**src/rtl/cbd_pkg.sv**
```systemverilog
// ----------------------------------------------------------------------------
// cbd_pkg: shared types and constants of the config byte descrambler
// Transfer payloads, output slot type, delta and block reorder tables.
// ----------------------------------------------------------------------------
`default_nettype none

package cbd_pkg;

   // Bytes in one reorder block
   localparam int BLOCK_BYTES = 8;
   localparam int IDX_W       = $clog2(BLOCK_BYTES);

   // Register indexes of the write port
   localparam logic CSR_ENABLE = 1'b0;
   localparam logic CSR_KEY    = 1'b1;

   typedef struct packed {
      logic [7:0] data_byte;
      logic       last_in;
   } req_type;

   typedef struct packed {
      logic [7:0] plain_byte;
      logic       last_out;
   } rsp_type;

   // One slot of the output chain
   typedef struct packed {
      logic    valid;
      rsp_type data;
   } slot_type;

   // Per-position correction, by fill position within the block mod 4
   function automatic logic [7:0] delta_for(input logic [1:0] pos);
      logic [7:0] d;
      case (pos)
         2'd0:    d = 8'd1;
         2'd1:    d = 8'd3;
         2'd2:    d = 8'd254;
         2'd3:    d = 8'd4;
         default: d = 8'd0;
      endcase
      return d;
   endfunction

   // Source byte within the block for output position j
   function automatic logic [IDX_W-1:0] perm_src(input logic [IDX_W-1:0] j);
      logic [IDX_W-1:0] s;
      case (j)
         3'd0:    s = 3'd3;
         3'd1:    s = 3'd6;
         3'd2:    s = 3'd2;
         3'd3:    s = 3'd5;
         3'd4:    s = 3'd0;
         3'd5:    s = 3'd7;
         3'd6:    s = 3'd4;
         3'd7:    s = 3'd1;
         default: s = 3'd0;
      endcase
      return s;
   endfunction

endpackage

`default_nettype wire

```
**src/rtl/cbd_cell.sv**
```systemverilog
// ----------------------------------------------------------------------------
// cbd_cell: one slot of the output chain
// Loads a fresh result in parallel or takes its neighbor's slot on a transfer.
// ----------------------------------------------------------------------------
`default_nettype none

module cbd_cell
   import cbd_pkg::*;
(
   input  wire logic     clock,
   input  wire logic     reset,
   input  wire logic     load,
   input  wire logic     shift,
   input  wire slot_type load_slot,
   input  wire slot_type next_slot,
   output slot_type      slot
);

   slot_type slot_ff;
   slot_type slot_in;

   // Load wins over shift; otherwise hold
   always_comb begin
      slot_in = slot_ff;
      if (load) begin
         slot_in = load_slot;
      end else if (shift) begin
         slot_in = next_slot;
      end
   end

   always_ff @(posedge clock) begin
      if (reset) begin
         slot_ff.valid <= 1'b0;
      end else begin
         slot_ff.valid <= slot_in.valid;
      end
      slot_ff.data <= slot_in.data;
   end

   assign slot = slot_ff;

endmodule

`default_nettype wire

```
**config.mk**
```make
export PLATFORM = sky130hd
export DESIGN_NAME = cbd_cell
export DESIGN_NICKNAME = d
export VERILOG_FILES = /design/src/rtl/cbd_pkg.sv /design/src/rtl/cbd_cell.sv
export SDC_FILE = /design/constraint.sdc
export NUM_CORES = 1
export LEC_CHECK = 0
export BUFFER_PORTS_ARGS = -buffer_cell sky130_fd_sc_hd__buf_2
export CAP_MARGIN = 40
export CORE_AREA = 2 2 39 41
export CTS_CLUSTER_DIAMETER = 40
export DETAILED_ROUTE_END_ITERATION = 10
export DIE_AREA = 0 0 41 43
export PLACE_DENSITY_LB_ADDON = 0.12
export RECOVER_POWER = 100
export REMOVE_ABC_BUFFERS = 1
export SLEW_MARGIN = 20
export SYNTH_ARGS = -nofsm -noshare
export SYNTH_HDL_FRONTEND = slang
export SYNTH_SLANG_ARGS = --single-unit
```
**constraint.sdc**
```tcl
create_clock -name clock -period 2.3 [get_ports clock]
set_clock_uncertainty 0.15 [all_clocks]
set_input_delay 0.115 -clock clock [delete_from_list [all_inputs] [get_ports clock]]
set_output_delay 0.115 -clock clock [all_outputs]
set_load 0.01 [all_outputs]
```
# Yosys cells after proc, flatten, opt, wreduce, memory -nomap -nowiden
# Index checks and enable logic that the tools add are counted.
word_totals:
  regBits: 10
  inputBits: 24
  output_inout_bits: 10
  wordCells: 6
classes:
  mux: 2
  n_reduce_logical: 1
op_table:
  columns: ["operator", "n"]
  rows:
  - ["two-way mux 10 bit", 2]
  - ["nonzero test 2 bit", 1]

# Longest topological paths before layout
depth:
  depth_word: 2
  mapped_depth: 3
  mapped_depth_nobuf: 2

# Least setup slack after synthesis
# Ideal clock, no wire load.
synth_path:
  path_kind: "input port to flip-flop"
  from: "in load"
  to: "reg slot_ff, in the netlist slot[0], enable pin"
  setup_time_ns: 0.288
  arrival_ns: 0.581
  t_required_ns: 1.862
  path_slack_ns: 1.280
  cell_stages: 2
  n_path_buf: 1
  path_cell_list: "buf_6 or2_1"
synth_between:
  elab_chain_len: 1
synth_lines:
  columns: ["item", "line_no", "rtl"]
  rows:
  - ["start: declaration", "cbd_cell.sv:12", "input wire logic load,"]
  - ["nonzero test 2 bit (no line)", null, null]
  - ["end: declaration", "cbd_cell.sv:19", "slot_type slot_ff;"]
# Every way passes these cells.
# A chain may end at the register's enable or synchronous reset.

==> out/metrics.yaml <==
switching_share_pct: 22.6
final_cell_area_um2: 762
rows: 14
regToRegStartpoint: "slot[9]$_SDFFE_PP0P_"
avgSynthCellArea_um2: 19.0
comb_power_share_pct: 19.8
outcome: "finished clean"
cts.clk_slew.worst_paths_ns: 0.07
grt_pass1_wl_um: 1300
route.antenna.remaining_nets: 0
finalNetCount: 99
gp_congestion: 0.540
maxSlewHeadroom_pct: 59.3
gr-usage-all-layers_pct: 11.5
path_class: "in -> reg"
maxSlewViolCount: 0
seqPwrFrac_pct: 51.5
finalCritPeriodShare_pct: 77.0
achievable-frequency_ghz: 0.564
rsz0062_at_grt: "no"
clock-sinks: 10
drive_above_1_share_pct: 40.5
largest_register_ffs: 10
fin_setup_tns_ns: 0
wl_um: 959
max-clock-path-buffers: 2
ys_ff_latch: 10
detail_route.wl_per_cell_um: 10.7
htreeDepth: 1
reg2regPathDepth: 3
root_buffer: "clkbuf_4"
cts_tree: "built"
cts_post_setup_buffers_inserted: 0
start_util_pct: 34.3
setup_viol: 0
postCtsResizedCells: 0
holdCritPathClass: "in -> reg"
drc: 0
port_buffers: 33
cts_buffers: 3
place_area_um2: 648
globalRouteOverflowTotal: 0
ys_seq_area_share_pct: 61.2
fp.dieH_um: 43
timing.rr.end: "slot[9]$_SDFFE_PP0P_"
worstHoldStart: "load_slot[0]"
grt_max_degree: 13
worst_pin_slew_ns: 0.610
grt_pass1_vias: 360
ff2ff_setup_slack_ns: 0.95
start_kind: "input pin"
ys_types: 10
areaGrowthSynthToFinish_pct: 60.7
crit_arrival_ns: 1.63
hold_path_end: "slot[0]$_DFFE_PP_"
io_pins: 34
fin_crit_ns: 1.77
vdd_drop_max_mv: 0.242
max_cap_violations: 0
core_area_um2: 1380
antenna_found_initial: 0
synthCells: 25
drt_pass1_iterations: 1
worstHoldPathCells: 2
syn_area_um2: 474
p_leak_uw: 0.000326
clk-insertion-delay-late_ns: 0.25
clkPwrFrac_pct: 28.7
cp.required_ns: 2.16
power_density_nw_per_um2: 572
power.internal_uw: 337
die_area_um2: 1760
fill_cells: 145
diodes: 0
finalPower_uw: 436
hold_violations: 0
end_kind: "flop"
crit_fanout: 1
drt_iter0_drc: 0
vias: 380
die_x_um: 41
switching_power_uw: 98.6
vias_per_cell: 4.22
yosys_warnings: 0
## power by group through the flow
stage / sequential [uW] / clock, uW / combinational, uW
floorplan: 240 / 0 / 26.4
global placement: 228 / 0 / 80.2
detailed placement: 228 / 0 / 81.0
CTS: 224 / 128 / 90.4
global route: 228 / 139 / 94.3
finish: 225 / 125 / 86.2
## per-stage QoR
stage,setup WS (ns),util [%],hold slack [ns],instances
after CTS,0.614,53.1,0.000438,83
after floorplan,1.42,-,0.0296,24
after global routing,0.539,55.1,0.00114,90
after global placement,0.999,46.8,0.129,73
final,0.528,55.1,0.000682,90
after detailed placement,0.989,46.8,0.129,73
## cells by family (layout without fill, tap and decap cells)
logic type	count (synthesis)	in the layout	share of synthesized area (%)
AO/OA/AOI/OAI	1	1	2.64
buffers and inverters	2	51	3.17
flip-flops	10	10	61.2
multiplexers	10	10	29.8
AND/OR/NAND/NOR	2	2	3.17
## repair_timing
item | in CTS | in global routing
endpoints found under the setup margin | 0 | 0
endpoints found under the hold margin | 3 | 4
hold buffers | 6 | 7
## worst max-delay path, stage by stage
cell and delay (ns):
dlygate4sd3_1 0.54, buf_2 0.12, mux2_1 0.29, dlygate4sd3_1 0.56
## layout by cell type (no fill, tap or decap)
| cell | instances |
|---|---|
| clkbuf_1 | 12 |
| clkbuf_4 | 3 |
| a211oi_2 | 1 |
| buf_2 | 22 |
| or2_0 | 1 |
| edfxtp_1 | 9 |
| dlygate4sd3_1 | 13 |
| mux2i_1 | 1 |
| nor2b_1 | 1 |
| inv_2 | 1 |
| mux2_4 | 1 |
| mux2_1 | 6 |
| dfxtp_1 | 1 |
| mux2_2 | 2 |
## synth_stat cells
cell type	number	share of area, %
a211oi_2	1	2.6
buf_6	1	2.4
dfxtp_1	1	4.2
edfxtp_1	9	57
inv_2	1	0.79
mux2_2	1	2.4
mux2_4	8	25
mux2i_1	1	2.1
nor2b_2	1	1.8
or2_1	1	1.3
## worst max path at each step
stage,from,slack (ns),endpoint,cells past startpoint
3_3_place_gp,load,1.0,slot[2]$_DFFE_PP_,2
3_5_place_dp,load,0.99,slot[4]$_DFFE_PP_,2
5_1_grt,load_slot[2],0.54,slot[2]$_DFFE_PP_,4
6_report,load_slot[2],0.53,slot[2]$_DFFE_PP_,4
2_1_floorplan,load,1.42,slot[0]$_DFFE_PP_,1
4_1_cts,next_slot[3],0.61,slot[3]$_DFFE_PP_,4
## per-layer routing
layer	routed length (um)	global-route usage, %	vias to the layer above
met2	568	18.8	14
met4	0	8.00	0
met3	65	4.71	0
li1	-	-	194
met1	324	10.8	172
met5	0	0	-
## area by class of cell
| cell class | count | area (um2) | area share, % |
|---|---|---|---|
| multi-input cells | 13 | 140 | 18.4 |
| inverters | 1 | 3.75 | 0.493 |
| repair buffers | 46 | 282 | 36.9 |
| clock buffers | 4 | 26.3 | 3.45 |
| well taps | 16 | 20.0 | 2.63 |
| flip-flops and latches | 10 | 290 | 38.1 |
No activity file was read; power rests on OpenSTA's default activity.
